$ cat src/rtl/core/fgma_pkg.sv
// ----------------------------------------------------------------------------
// fgma_pkg
// Shared types, codes and helpers for the gang machine allocator.
// ----------------------------------------------------------------------------
package fgma_pkg;

  localparam int MAX_MACHINES_DEF = 64;
  localparam int QUEUE_DEPTH_DEF  = 16;
  localparam int MACH_LIMIT_CAP   = 64;

  localparam logic [6:0] COUNT_RESET = 7'd22;

  localparam int ID_W   = 31;
  localparam int SIZE_W = 7;
  localparam int MACH_W = 6;
  localparam int CNT_W  = 7;
  localparam int ENTRY_W = ID_W + SIZE_W;

  typedef enum logic [1:0] {
    KIND_GRANT = 2'd0,
    KIND_FULL  = 2'd1,
    KIND_ZERO  = 2'd2
  } kind_t;

  localparam logic ACT_ADD  = 1'b0;
  localparam logic ACT_FREE = 1'b1;

  typedef struct packed {
    logic take_add;
    logic refuse;
    logic take_free;
    logic scan_init;
    logic scan_step;
    logic flush;
    logic rc_init;
    logic rc_step;
  } fgma_cmd_t;

  typedef struct packed {
    logic is_free;
    logic set_end;
    logic size_zero;
    logic q_full;
    logic fits;
    logic job_done;
    logic rc_last;
  } fgma_sts_t;

  function automatic int mach_limit(input int max_machines);
    return (max_machines < MACH_LIMIT_CAP) ? max_machines : MACH_LIMIT_CAP;
  endfunction

  // clamp the programmed count to 1..lim
  function automatic logic [CNT_W-1:0] eff_count(input logic [CNT_W-1:0] mc, input int lim);
    logic [CNT_W-1:0] c;
    if (mc == '0) begin
      c = CNT_W'(1);
    end else if (int'(mc) > lim) begin
      c = CNT_W'(lim);
    end else begin
      c = mc;
    end
    return c;
  endfunction

endpackage

$ cat src/rtl/core/fifo_gang_machine_allocator_core.sv
// ----------------------------------------------------------------------------
// fifo_gang_machine_allocator_core
// FIFO gang scheduler: queued jobs take the lowest-numbered free machines.
// ----------------------------------------------------------------------------
// Order: a refusal comes out in the cycle after start; a free without set_end
//   returns to idle at once. Scheduling checks each queue head in ST_FETCH and
//   then ST_CHECK, then scans machine indices from 0 upward in ST_SCAN;
//   grants come one per cycle at most.
// A machine_count write holds busy during a recount of every index below min(MAX_MACHINES, 64).
// Results cannot be stalled. Reset: all machines free, queue empty, count 22.
module fifo_gang_machine_allocator_core #(
  parameter int MAX_MACHINES = fgma_pkg::MAX_MACHINES_DEF,
  parameter int QUEUE_DEPTH  = fgma_pkg::QUEUE_DEPTH_DEF
) (
  input  logic                        clk,
  input  logic                        rst_n,
  input  logic                        start,
  output logic                        busy,
  input  logic                        in_action,
  input  logic [fgma_pkg::ID_W-1:0]   in_job_id,
  input  logic [fgma_pkg::SIZE_W-1:0] in_job_size,
  input  logic [fgma_pkg::MACH_W-1:0] in_machine,
  input  logic                        in_set_end,
  output logic                        out_valid,
  output logic [1:0]                  out_kind,
  output logic [fgma_pkg::ID_W-1:0]   out_granted_job,
  output logic [fgma_pkg::MACH_W-1:0] out_granted_machine,
  output logic                        out_last,
  input  logic                        psel,
  input  logic                        penable,
  input  logic                        pwrite,
  input  logic [2:0]                  paddr,
  input  logic [31:0]                 pwdata,
  output logic [31:0]                 prdata,
  output logic                        pready
);
  import fgma_pkg::*;

  fgma_cmd_t        cmd;
  fgma_sts_t        sts;
  logic [CNT_W-1:0] eff_cnt;
  logic             cfg_we;

  fgma_cfg #(
    .MAX_MACHINES (MAX_MACHINES)
  ) u_cfg (
    .clk     (clk),
    .rst_n   (rst_n),
    .psel    (psel),
    .penable (penable),
    .pwrite  (pwrite),
    .paddr   (paddr),
    .pwdata  (pwdata),
    .prdata  (prdata),
    .pready  (pready),
    .eff_cnt (eff_cnt),
    .cfg_we  (cfg_we)
  );

  fgma_ctrl u_ctrl (
    .clk    (clk),
    .rst_n  (rst_n),
    .start  (start),
    .cfg_we (cfg_we),
    .sts    (sts),
    .cmd    (cmd),
    .busy   (busy)
  );

  fgma_dp #(
    .MAX_MACHINES (MAX_MACHINES),
    .QUEUE_DEPTH  (QUEUE_DEPTH)
  ) u_dp (
    .clk                 (clk),
    .rst_n               (rst_n),
    .cmd                 (cmd),
    .sts                 (sts),
    .eff_cnt             (eff_cnt),
    .in_action           (in_action),
    .in_job_id           (in_job_id),
    .in_job_size         (in_job_size),
    .in_machine          (in_machine),
    .in_set_end          (in_set_end),
    .out_valid           (out_valid),
    .out_kind            (out_kind),
    .out_granted_job     (out_granted_job),
    .out_granted_machine (out_granted_machine),
    .out_last            (out_last)
  );

endmodule

$ cat src/rtl/core/fgma_cfg.sv
// ----------------------------------------------------------------------------
// fgma_cfg
// APB register slice holding machine_count; gives the clamped count.
// ----------------------------------------------------------------------------
module fgma_cfg #(
  parameter int MAX_MACHINES = fgma_pkg::MAX_MACHINES_DEF
) (
  input  logic                       clk,
  input  logic                       rst_n,
  input  logic                       psel,
  input  logic                       penable,
  input  logic                       pwrite,
  input  logic [2:0]                 paddr,
  input  logic [31:0]                pwdata,
  output logic [31:0]                prdata,
  output logic                       pready,
  output logic [fgma_pkg::CNT_W-1:0] eff_cnt,
  output logic                       cfg_we
);
  import fgma_pkg::*;

  localparam int LIM = mach_limit(MAX_MACHINES);

  logic [CNT_W-1:0] mcount_r;
  logic [CNT_W-1:0] mcount_nxt;
  logic             hit;

  assign pready = 1'b1;
  assign hit    = (paddr[2] == 1'b0);
  assign cfg_we = psel & penable & pwrite & hit;

  always_comb begin
    mcount_nxt = mcount_r;
    if (cfg_we) begin
      mcount_nxt = pwdata[CNT_W-1:0];
    end
  end

  always_ff @(posedge clk) begin
    if (!rst_n) begin
      mcount_r <= COUNT_RESET;
    end else begin
      mcount_r <= mcount_nxt;
    end
  end

  assign prdata  = hit ? {{(32-CNT_W){1'b0}}, mcount_r} : 32'd0;
  assign eff_cnt = eff_count(mcount_r, LIM);

endmodule

$ cat src/rtl/core/fgma_ctrl.sv
// ----------------------------------------------------------------------------
// fgma_ctrl
// Sequencer: request decode, queue head fetch, machine scan and recount.
// ----------------------------------------------------------------------------
module fgma_ctrl (
  input  logic                  clk,
  input  logic                  rst_n,
  input  logic                  start,
  input  logic                  cfg_we,
  input  fgma_pkg::fgma_sts_t   sts,
  output fgma_pkg::fgma_cmd_t   cmd,
  output logic                  busy
);
  import fgma_pkg::*;

  typedef enum logic [4:0] {
    ST_IDLE    = 5'b00001,
    ST_RECOUNT = 5'b00010,
    ST_FETCH   = 5'b00100,
    ST_CHECK   = 5'b01000,
    ST_SCAN    = 5'b10000
  } state_t;

  state_t state_r;
  state_t state_nxt;

  always_comb begin
    state_nxt = state_r;
    cmd       = '0;
    unique case (state_r)
      ST_IDLE: begin
        priority if (cfg_we) begin
          cmd.rc_init = 1'b1;
          state_nxt   = ST_RECOUNT;
        end else if (start) begin
          if (!sts.is_free) begin
            if (sts.size_zero || sts.q_full) begin
              cmd.refuse = 1'b1;
            end else begin
              cmd.take_add = 1'b1;
              state_nxt    = ST_FETCH;
            end
          end else begin
            cmd.take_free = 1'b1;
            if (sts.set_end) begin
              state_nxt = ST_FETCH;
            end
          end
        end else begin
          state_nxt = ST_IDLE;
        end
      end
      ST_RECOUNT: begin
        cmd.rc_step = 1'b1;
        if (sts.rc_last) begin
          state_nxt = ST_IDLE;
        end
      end
      // head entry read data lands at the end of this cycle
      ST_FETCH: begin
        state_nxt = ST_CHECK;
      end
      ST_CHECK: begin
        if (sts.fits) begin
          cmd.scan_init = 1'b1;
          state_nxt     = ST_SCAN;
        end else begin
          cmd.flush = 1'b1;
          state_nxt = ST_IDLE;
        end
      end
      ST_SCAN: begin
        cmd.scan_step = 1'b1;
        if (sts.job_done) begin
          state_nxt = ST_FETCH;
        end
      end
      default: begin
        state_nxt = ST_IDLE;
      end
    endcase
  end

  always_ff @(posedge clk) begin
    if (!rst_n) begin
      state_r <= ST_IDLE;
    end else begin
      state_r <= state_nxt;
    end
  end

  assign busy = (state_r != ST_IDLE);

endmodule

$ cat src/rtl/core/fgma_dp.sv
// ----------------------------------------------------------------------------
// fgma_dp
// Datapath: job queue memory, busy bitmap, free count, one-deep result hold.
// ----------------------------------------------------------------------------
module fgma_dp #(
  parameter int MAX_MACHINES = fgma_pkg::MAX_MACHINES_DEF,
  parameter int QUEUE_DEPTH  = fgma_pkg::QUEUE_DEPTH_DEF
) (
  input  logic                        clk,
  input  logic                        rst_n,
  input  fgma_pkg::fgma_cmd_t         cmd,
  output fgma_pkg::fgma_sts_t         sts,
  input  logic [fgma_pkg::CNT_W-1:0]  eff_cnt,
  input  logic                        in_action,
  input  logic [fgma_pkg::ID_W-1:0]   in_job_id,
  input  logic [fgma_pkg::SIZE_W-1:0] in_job_size,
  input  logic [fgma_pkg::MACH_W-1:0] in_machine,
  input  logic                        in_set_end,
  output logic                        out_valid,
  output logic [1:0]                  out_kind,
  output logic [fgma_pkg::ID_W-1:0]   out_granted_job,
  output logic [fgma_pkg::MACH_W-1:0] out_granted_machine,
  output logic                        out_last
);
  import fgma_pkg::*;

  localparam int LIM = mach_limit(MAX_MACHINES);
  localparam int MW  = $clog2(LIM);
  localparam int QW  = $clog2(QUEUE_DEPTH);
  localparam int FW  = $clog2(QUEUE_DEPTH + 1);

  logic [ENTRY_W-1:0] mem [QUEUE_DEPTH];
  logic [ENTRY_W-1:0] rdata_r;

  logic [LIM-1:0]   busy_r,  busy_nxt;
  logic [CNT_W-1:0] free_r,  free_nxt;
  logic [QW-1:0]    head_r,  head_nxt;
  logic [QW-1:0]    tail_r,  tail_nxt;
  logic [FW-1:0]    fill_r,  fill_nxt;
  logic [MW-1:0]    idx_r,   idx_nxt;
  logic [CNT_W-1:0] got_r,   got_nxt;

  logic               pend_v_r,    pend_v_nxt;
  logic [ID_W-1:0]    pend_job_r,  pend_job_nxt;
  logic [MACH_W-1:0]  pend_mach_r, pend_mach_nxt;

  logic               ov_r,    ov_nxt;
  kind_t              okind_r, okind_nxt;
  logic [ID_W-1:0]    ojob_r,  ojob_nxt;
  logic [MACH_W-1:0]  omach_r, omach_nxt;
  logic               olast_r, olast_nxt;

  logic [SIZE_W-1:0] head_need;
  logic [ID_W-1:0]   head_id;
  logic              grant_now;
  logic              job_done;
  logic              mach_ok;
  logic              idx_in;

  assign head_need = rdata_r[SIZE_W-1:0];
  assign head_id   = rdata_r[ENTRY_W-1:SIZE_W];
  assign grant_now = ~busy_r[idx_r];
  assign job_done  = grant_now && ((got_r + CNT_W'(1)) == head_need);
  assign mach_ok   = ({1'b0, in_machine} < eff_cnt);
  assign idx_in    = (CNT_W'(idx_r) < eff_cnt);

  assign sts.is_free   = (in_action == ACT_FREE);
  assign sts.set_end   = in_set_end;
  assign sts.size_zero = (in_job_size == '0);
  assign sts.q_full    = (fill_r == FW'(QUEUE_DEPTH));
  assign sts.fits      = (fill_r != '0) && (head_need <= free_r);
  assign sts.job_done  = job_done;
  assign sts.rc_last   = (idx_r == MW'(LIM - 1));

  always_comb begin
    busy_nxt      = busy_r;
    free_nxt      = free_r;
    head_nxt      = head_r;
    tail_nxt      = tail_r;
    fill_nxt      = fill_r;
    idx_nxt       = idx_r;
    got_nxt       = got_r;
    pend_v_nxt    = pend_v_r;
    pend_job_nxt  = pend_job_r;
    pend_mach_nxt = pend_mach_r;
    ov_nxt        = 1'b0;
    okind_nxt     = okind_r;
    ojob_nxt      = ojob_r;
    omach_nxt     = omach_r;
    olast_nxt     = olast_r;

    if (cmd.take_add) begin
      tail_nxt = (tail_r == QW'(QUEUE_DEPTH - 1)) ? '0 : tail_r + QW'(1);
      fill_nxt = fill_r + FW'(1);
    end

    if (cmd.refuse) begin
      ov_nxt    = 1'b1;
      okind_nxt = (in_job_size == '0) ? KIND_ZERO : KIND_FULL;
      ojob_nxt  = in_job_id;
      omach_nxt = '0;
      olast_nxt = 1'b1;
    end

    if (cmd.take_free) begin
      if (mach_ok && busy_r[in_machine[MW-1:0]]) begin
        busy_nxt[in_machine[MW-1:0]] = 1'b0;
        free_nxt = free_r + CNT_W'(1);
      end
    end

    if (cmd.scan_init) begin
      idx_nxt = '0;
      got_nxt = '0;
    end

    // grants are held one deep so the final one can carry last
    if (cmd.scan_step) begin
      idx_nxt = idx_r + MW'(1);
      if (grant_now) begin
        busy_nxt[idx_r] = 1'b1;
        free_nxt        = free_r - CNT_W'(1);
        got_nxt         = got_r + CNT_W'(1);
        if (pend_v_r) begin
          ov_nxt    = 1'b1;
          okind_nxt = KIND_GRANT;
          ojob_nxt  = pend_job_r;
          omach_nxt = pend_mach_r;
          olast_nxt = 1'b0;
        end
        pend_v_nxt    = 1'b1;
        pend_job_nxt  = head_id;
        pend_mach_nxt = MACH_W'(idx_r);
        if (job_done) begin
          head_nxt = (head_r == QW'(QUEUE_DEPTH - 1)) ? '0 : head_r + QW'(1);
          fill_nxt = fill_r - FW'(1);
        end
      end
    end

    if (cmd.flush && pend_v_r) begin
      ov_nxt     = 1'b1;
      okind_nxt  = KIND_GRANT;
      ojob_nxt   = pend_job_r;
      omach_nxt  = pend_mach_r;
      olast_nxt  = 1'b1;
      pend_v_nxt = 1'b0;
    end

    if (cmd.rc_init) begin
      idx_nxt  = '0;
      free_nxt = '0;
    end

    // drop busy bits at or above the new count, count the free ones below it
    if (cmd.rc_step) begin
      idx_nxt = idx_r + MW'(1);
      if (!idx_in) begin
        busy_nxt[idx_r] = 1'b0;
      end else if (!busy_r[idx_r]) begin
        free_nxt = free_r + CNT_W'(1);
      end
    end
  end

  always_ff @(posedge clk) begin
    if (!rst_n) begin
      busy_r   <= '0;
      free_r   <= eff_count(COUNT_RESET, LIM);
      head_r   <= '0;
      tail_r   <= '0;
      fill_r   <= '0;
      idx_r    <= '0;
      got_r    <= '0;
      pend_v_r <= 1'b0;
      ov_r     <= 1'b0;
    end else begin
      busy_r   <= busy_nxt;
      free_r   <= free_nxt;
      head_r   <= head_nxt;
      tail_r   <= tail_nxt;
      fill_r   <= fill_nxt;
      idx_r    <= idx_nxt;
      got_r    <= got_nxt;
      pend_v_r <= pend_v_nxt;
      ov_r     <= ov_nxt;
    end
  end

  always_ff @(posedge clk) begin
    pend_job_r  <= pend_job_nxt;
    pend_mach_r <= pend_mach_nxt;
    okind_r     <= okind_nxt;
    ojob_r      <= ojob_nxt;
    omach_r     <= omach_nxt;
    olast_r     <= olast_nxt;
  end

  always_ff @(posedge clk) begin
    if (cmd.take_add) begin
      mem[tail_r] <= {in_job_id, in_job_size};
    end
    rdata_r <= mem[head_r];
  end

  assign out_valid           = ov_r;
  assign out_kind            = okind_r;
  assign out_granted_job     = ojob_r;
  assign out_granted_machine = omach_r;
  assign out_last            = olast_r;

endmodule
$ cat config.mk
export PLATFORM = sky130hd
export DESIGN_NAME = fifo_gang_machine_allocator_core
export DESIGN_NICKNAME = d
export VERILOG_FILES = /design/src/rtl/core/fgma_pkg.sv /design/src/rtl/core/fifo_gang_machine_allocator_core.sv /design/src/rtl/core/fgma_cfg.sv /design/src/rtl/core/fgma_ctrl.sv /design/src/rtl/core/fgma_dp.sv
export SDC_FILE = /design/constraint.sdc
export NUM_CORES = 1
export LEC_CHECK = 0
export ABC_AREA = 1
export BUFFER_PORTS_ARGS = -buffer_cell sky130_fd_sc_hd__buf_2
export CORE_UTILIZATION = 62
export CTS_CLUSTER_DIAMETER = 150
export DETAILED_ROUTE_END_ITERATION = 8
export MAX_ROUTING_LAYER = met4
export PLACE_DENSITY = 0.79
export SYNTH_ARGS = -nofsm -noshare
export SYNTH_HDL_FRONTEND = slang
export SYNTH_SLANG_ARGS = --single-unit
$ cat constraint.sdc
create_clock -name clk -period 4.1 [get_ports clk]
set_input_delay 0 -clock clk [delete_from_list [all_inputs] [get_ports clk]]
set_output_delay 0 -clock clk [all_outputs]
set_load 0.1 [all_outputs]
---- After elaboration in Yosys (flattened, before gate mapping) ----
Memory sizes are Yosys's and may differ from the RTL's. A register that Yosys moved wholly into a read port is not among the register bits.
Index checks and enable logic that the tools add are counted.
storage, ports and cells
  memory bits (writable) .................. 608
  memories kept ........................... 1
  logic and storage cells ................. 163
  bits of input ports ..................... 87
  register bits ........................... 188
  output and inout port bits .............. 75
operators by class
  bitwise operators ....................... 11
  add/sub/neg operators ................... 8
  $lt $le $gt $ge ......................... 8
  multiplexer cells ....................... 88
  reduce and logical (&&, ||, !) cells .... 15
  eq/ne operators ......................... 15
memories
  name      words  width  rd ports  clocked after memory_dff  write ports  RTL line       source
  u_dp.mem  16     38     1         1                         1            fgma_dp.sv:32  logic [ENTRY_W-1:0] mem [QUEUE_DEPTH];
operators with widths
  cell                 number
  $mux 64              6
  $mux 31              5
  $and 64x64->64       2
  $not 64->64          2
  $mux 7               14
  $or 64x64->64        1
  $mux 5               12
  $mux 6               9
  $mux 1               26
  $pmux 5 s5           1
  $add 7x1->7 const B  2
  $logic_not 7->1      2
  $lt 6x7->1           2
  $lt 6x7->1 const B   2
  $bmux 1 s6           2
  $demux 1 s6          2
  $ge 6x1->1 const B   2
  $mux 2               6
  $eq 5x5->1 const B   2
  $ne 5x5->1 const B   2
  $mux 3               3
  $add 4x1->4 const B  2
  $eq 4x4->1 const B   2
  $mux 4               2
  other kinds (25)     34

---- Depth between registers and ports, before layout ----
  word-level depth ........................ 14
  depth in mapped cells ................... 21
  mapped depth without buffers ............ 18

---- Hierarchy ----
Synthesis repeated with hierarchy kept, for this count alone.
unflattened totals
  cells, all modules ...................... 3452
  area total of the unflattened synthesis .. 35809.3 um^2
modules (own cells, without submodules)
  module     sequential area each (um^2)  cells each  area an instance (um^2)  instances
  fgma_dp    22912.0                      3276        34712.0                  1
  fgma_cfg   140.1                        96          650.6                    1
  fgma_ctrl  100.1                        80          446.7                    1

---- Worst setup path after synthesis ----
No wires, ideal clock.
  kind .................................... reg-to-reg
  start point ............................. register u_ctrl.state_r[2]
  end point ............................... memory u_dp.mem[11][0] (netlist name), enable pin
  setup slack ............................. -0.422 ns
  setup time .............................. 0.433 ns
  arrival ................................. 4.089 ns
  period minus slack after synthesis ...... 4.522 ns
  data required time ...................... 3.667 ns
  stages on the path, launching flop included .. 10
  path buffers ............................ 0
  cell sequence ........................... dfxtp_1 > nor2_2 > nand4_1 > clkinv_1 > nand3_1 > nor2_1 > nand2_1 > inv_1 > nand3_1 > nor2_1
between the ends
  cells in the longest elaborated chain, start to end .. 4
RTL lines
  what                          RTL line         source
  from (decl)                   fgma_ctrl.sv:24  state_t state_r;
  from (signal assigned)        fgma_ctrl.sv:88  state_r <= state_nxt;
  $eq 5x1->1                    fgma_ctrl.sv:30  unique case (state_r)
  $mux 3                        fgma_ctrl.sv:30
  $mux 1                        fgma_dp.sv:200   if (cmd.take_add) begin
  $mux 1 (not written as such)  fgma_dp.sv:201   mem[tail_r] <= {in_job_id, in_job_size};
  to (decl)                     fgma_dp.sv:32
Every way passes these cells.

---- Worst setup path in the final report ----
  start point ............................. register u_ctrl.state_r[2]
  end point ............................... memory u_dp.mem[6][6] (netlist name), enable pin
The elaborated chain is that of the path after synthesis.

==> run summary <==
Vias per cell: 6.244
Core Region: 56710 sq um
# DRC: 0
Post-synthesis mux area share: 1.707%
# H-tree levels: 3
Routed Antenna Nets: 0
Worst Hold Class: primary input to register
Simple-gate share of the synthesized area: 17.65%
Clock Skew: 0.03484 ns
CTS tree: yes
Leakage dissipation: 13.74 nW
Clk pwr share: 43.3%
Most common cell in the netlist: edfxtp_1
Largest family of logic cells by synthesized area: simple AND/OR/NAND/NOR gates
Total number of vias: 26760
Reg power frac: 52.0%
Area of the multi-input gates: 11160 sq um
Final #Nets: 3573
GR Overflow Total: 0
Fin Hold WS: 0.1279 ns
Sw Ratio: 22.25%
Initial Util: 63.08%
Status: finished clean
Number of buffers and inverters on the critical path: 4
Sw power: 3.946 mW
Max-cap violation count: 0
CP cell instances: nor2_2 > nand4_1 > clkinv_1 > nand3_1 > nor2_1 > nand2_1 > buf_4 > inv_1 > nand2_1 > nor2_4 > buf_4
Cell Pwr Density: 440.9 nW/um^2
Vias in the first global route: 26280
Post-synth cell types: 44
Post-CTS resize count: 0
Max Clock Freq: 301.6 MHz
DRT iter0 DRCs: 3408
#FFs+latches synth: 834
Synthesized cell area: 35780 sq um
GRT Max-Usage Layer: met2
Slew @ Worst Pin: 1.411 ns
Tmin final: 3.316 ns
Critical setup path kind: register to register
# port buffers: 108
Post-synth top area share: 54.14%
Count of flip-flops with a built-in enable after synthesis: 645
Relative slew margins: 5.941%
CP required: 4.41 ns
Hold Violations, Final: 0
GR Layer Usage met2: 51.66%
Total power: 17.74 mW
Row cnt: 87
CTS Buf Count: 81
Post-synth top flop: edfxtp_1
Sequential-to-total area share from yosys stat: 64.72%
CTS root buf: clkbuf_16
Share of cells above drive strength 1: 10.01%
First-pass GRT wire length: 142.7 mm
Critical Path Source Type: register
Critical-path top delay cell: nor2_4
Clk buf depth: 3
Final GP Congestion: 0.9291
Cell count after synthesis: 3372
Area delta synth->final: 12.44%
XOR/XNOR Fraction of Synth Area: 0.6120%
Setup violators final: 0
Die height: 242.2 microns
Full die area: 58670 sq um
Pre-CTS setup slack: 0.8887 ns
Register area: 23160 sq um
Share of total power in combinational logic: 4.8%
Final core utilization: 70.93%
Met1 usage: 40.76%
Fin. max-slew vios: 0
Max incr delay on CP: 0.61 ns
Largest net degree at the start of global routing: 250
Delay-heaviest family, CP: simple AND/OR/NAND/NOR gates
Final WL: 92.33 mm
CP Max Fanout: 16
Post-DR wirelength/cell: 21.55 microns
RSZ-0062 raised after global routing: no
Final worst-path cycle share: 80.87%
Peak VDD IR: 0.4824 mV
Area contributors post-synth: edfxtp_1, dfxtp_1, nand2_1
Largest area contributor in the netlist: edfxtp_1
Share of flip-flops with an asynchronous set or reset: 0%
P_int: 13.79 mW
Initial antenna violation count: 0
Drt first pass iters: 6
Post-Syn Area per Cell: 10.61 sq um
Die Wd: 242.2 microns
# fillers: 3761
Crit path DAT: 3.63 ns
GRT Total Usage: 32.02%
HPWL after detailed placement: 51.51 mm
CTS clk-pin slew, worst paths: 0.07 ns
Worst setup margin: 0.7844 ns
Synth Area in Compound Gates: 9.614%
Synth cell count leaders: edfxtp_1, nand2_1, nor2_1
Critical path capture point type: register
Met3 Use GR: 4.952%
Adder-Cell Fraction of Synth Area: 0.9793%
Clk_lat worst skew: 0.64 ns
Clock sink count: 834
I/O pin cnt: 162
Yosys warning count: 0
==> power groups by stage <==
stage	clock [mW]	combinational, mW	sequential [mW]
finish	7.67	0.846	9.22
detailed placement	0	0.787	9.40
CTS	7.72	0.834	9.22
global placement	0	0.761	9.39
floorplan	0	0.440	9.52
global route	8.04	0.898	9.22
==> state kept, by name, summed over array words and instances (netlist names), 7 cells and up <==
register / cells
u_dp.mem: 608
u_dp.busy_r: 64
u_dp.rdata_r: 38
u_dp.out_granted_job: 31
u_dp.pend_job_r: 31
u_cfg.mcount_r: 7
u_dp.free_r: 7
u_dp.got_r: 7
==> worst min-delay path, delay by kind of cell <==
family	cells	cell delay, ns
AO/OA/AOI/OAI	1	0.25
buffers and inverters	2	0.48
==> layout make-up <==
cell class | instances | share of cell area [%]
Antenna cell | 2 | 0.01244
Clock buffer | 113 | 5.823
Clock inverter | 39 | 1.098
Inverter | 133 | 1.266
Multi-Input combinational cell | 2187 | 27.75
Sequential cell | 834 | 57.58
Tap cell | 756 | 2.352
Timing Repair Buffer | 221 | 4.118
==> through the flow <==
step	std cells	TNS [ns]	cell area, sq um
floorplan	3396	-218.58	35870
global placement	4074	0	36870
detailed placement	4074	0	36870
CTS	4283	0	40220
global route	4283	0	40220
finish	4285	0	40220
==> layer usage <==
layer  wire length, microns  up-vias
li1                       -    12020
met1                  35210    12900
met2                  45490     1576
met3                   8625      261
met4                   3015        0
met5                      0        -
==> logic make-up (layout without fill, tap and decap cells) <==
kind of cell             after synthesis  after routing
adder cells (fa/ha/maj)               28             28
AND/OR/NAND/NOR                     1507           1507
AO/OA/AOI/OAI                        540            540
other                                  2             28
XOR/XNOR                              25             25
buffers and inverters                375            506
flip-flops                           834            834
multiplexers                          61             61
==> repair_timing <==
item / in CTS / in global routing
buffers inserted: 0 / 0
hold buffers: 57 / 0
endpoints found under the hold margin: 665 / 0
==> cells in the final DEF, fill, tap and decap left out, drive strengths merged, types with 112 or more instances in the layout <==
master / count
nor2: 505
edfxtp: 645
o21ai: 211
a21oi: 112
nor3: 130
inv: 134
clkbuf: 113
buf: 164
dfxtp: 189
nand2: 618
nand3: 201
==> path summary, 6_finish.rpt <==
check	start	end	slack, ns	depth (start not counted)
hold reg to reg	u_dp.rdata_r[17]	u_dp.pend_job_r[10]	0.40	0
setup / recovery	u_ctrl.state_r[2]	u_dp.mem[6][6]	0.78	11
hold / removal	rst_n	u_dp.tail_r[2]	0.13	3
setup reg to reg	u_ctrl.state_r[2]	u_dp.mem[6][6]	0.78	11
(Power assumes the default switching activity.)
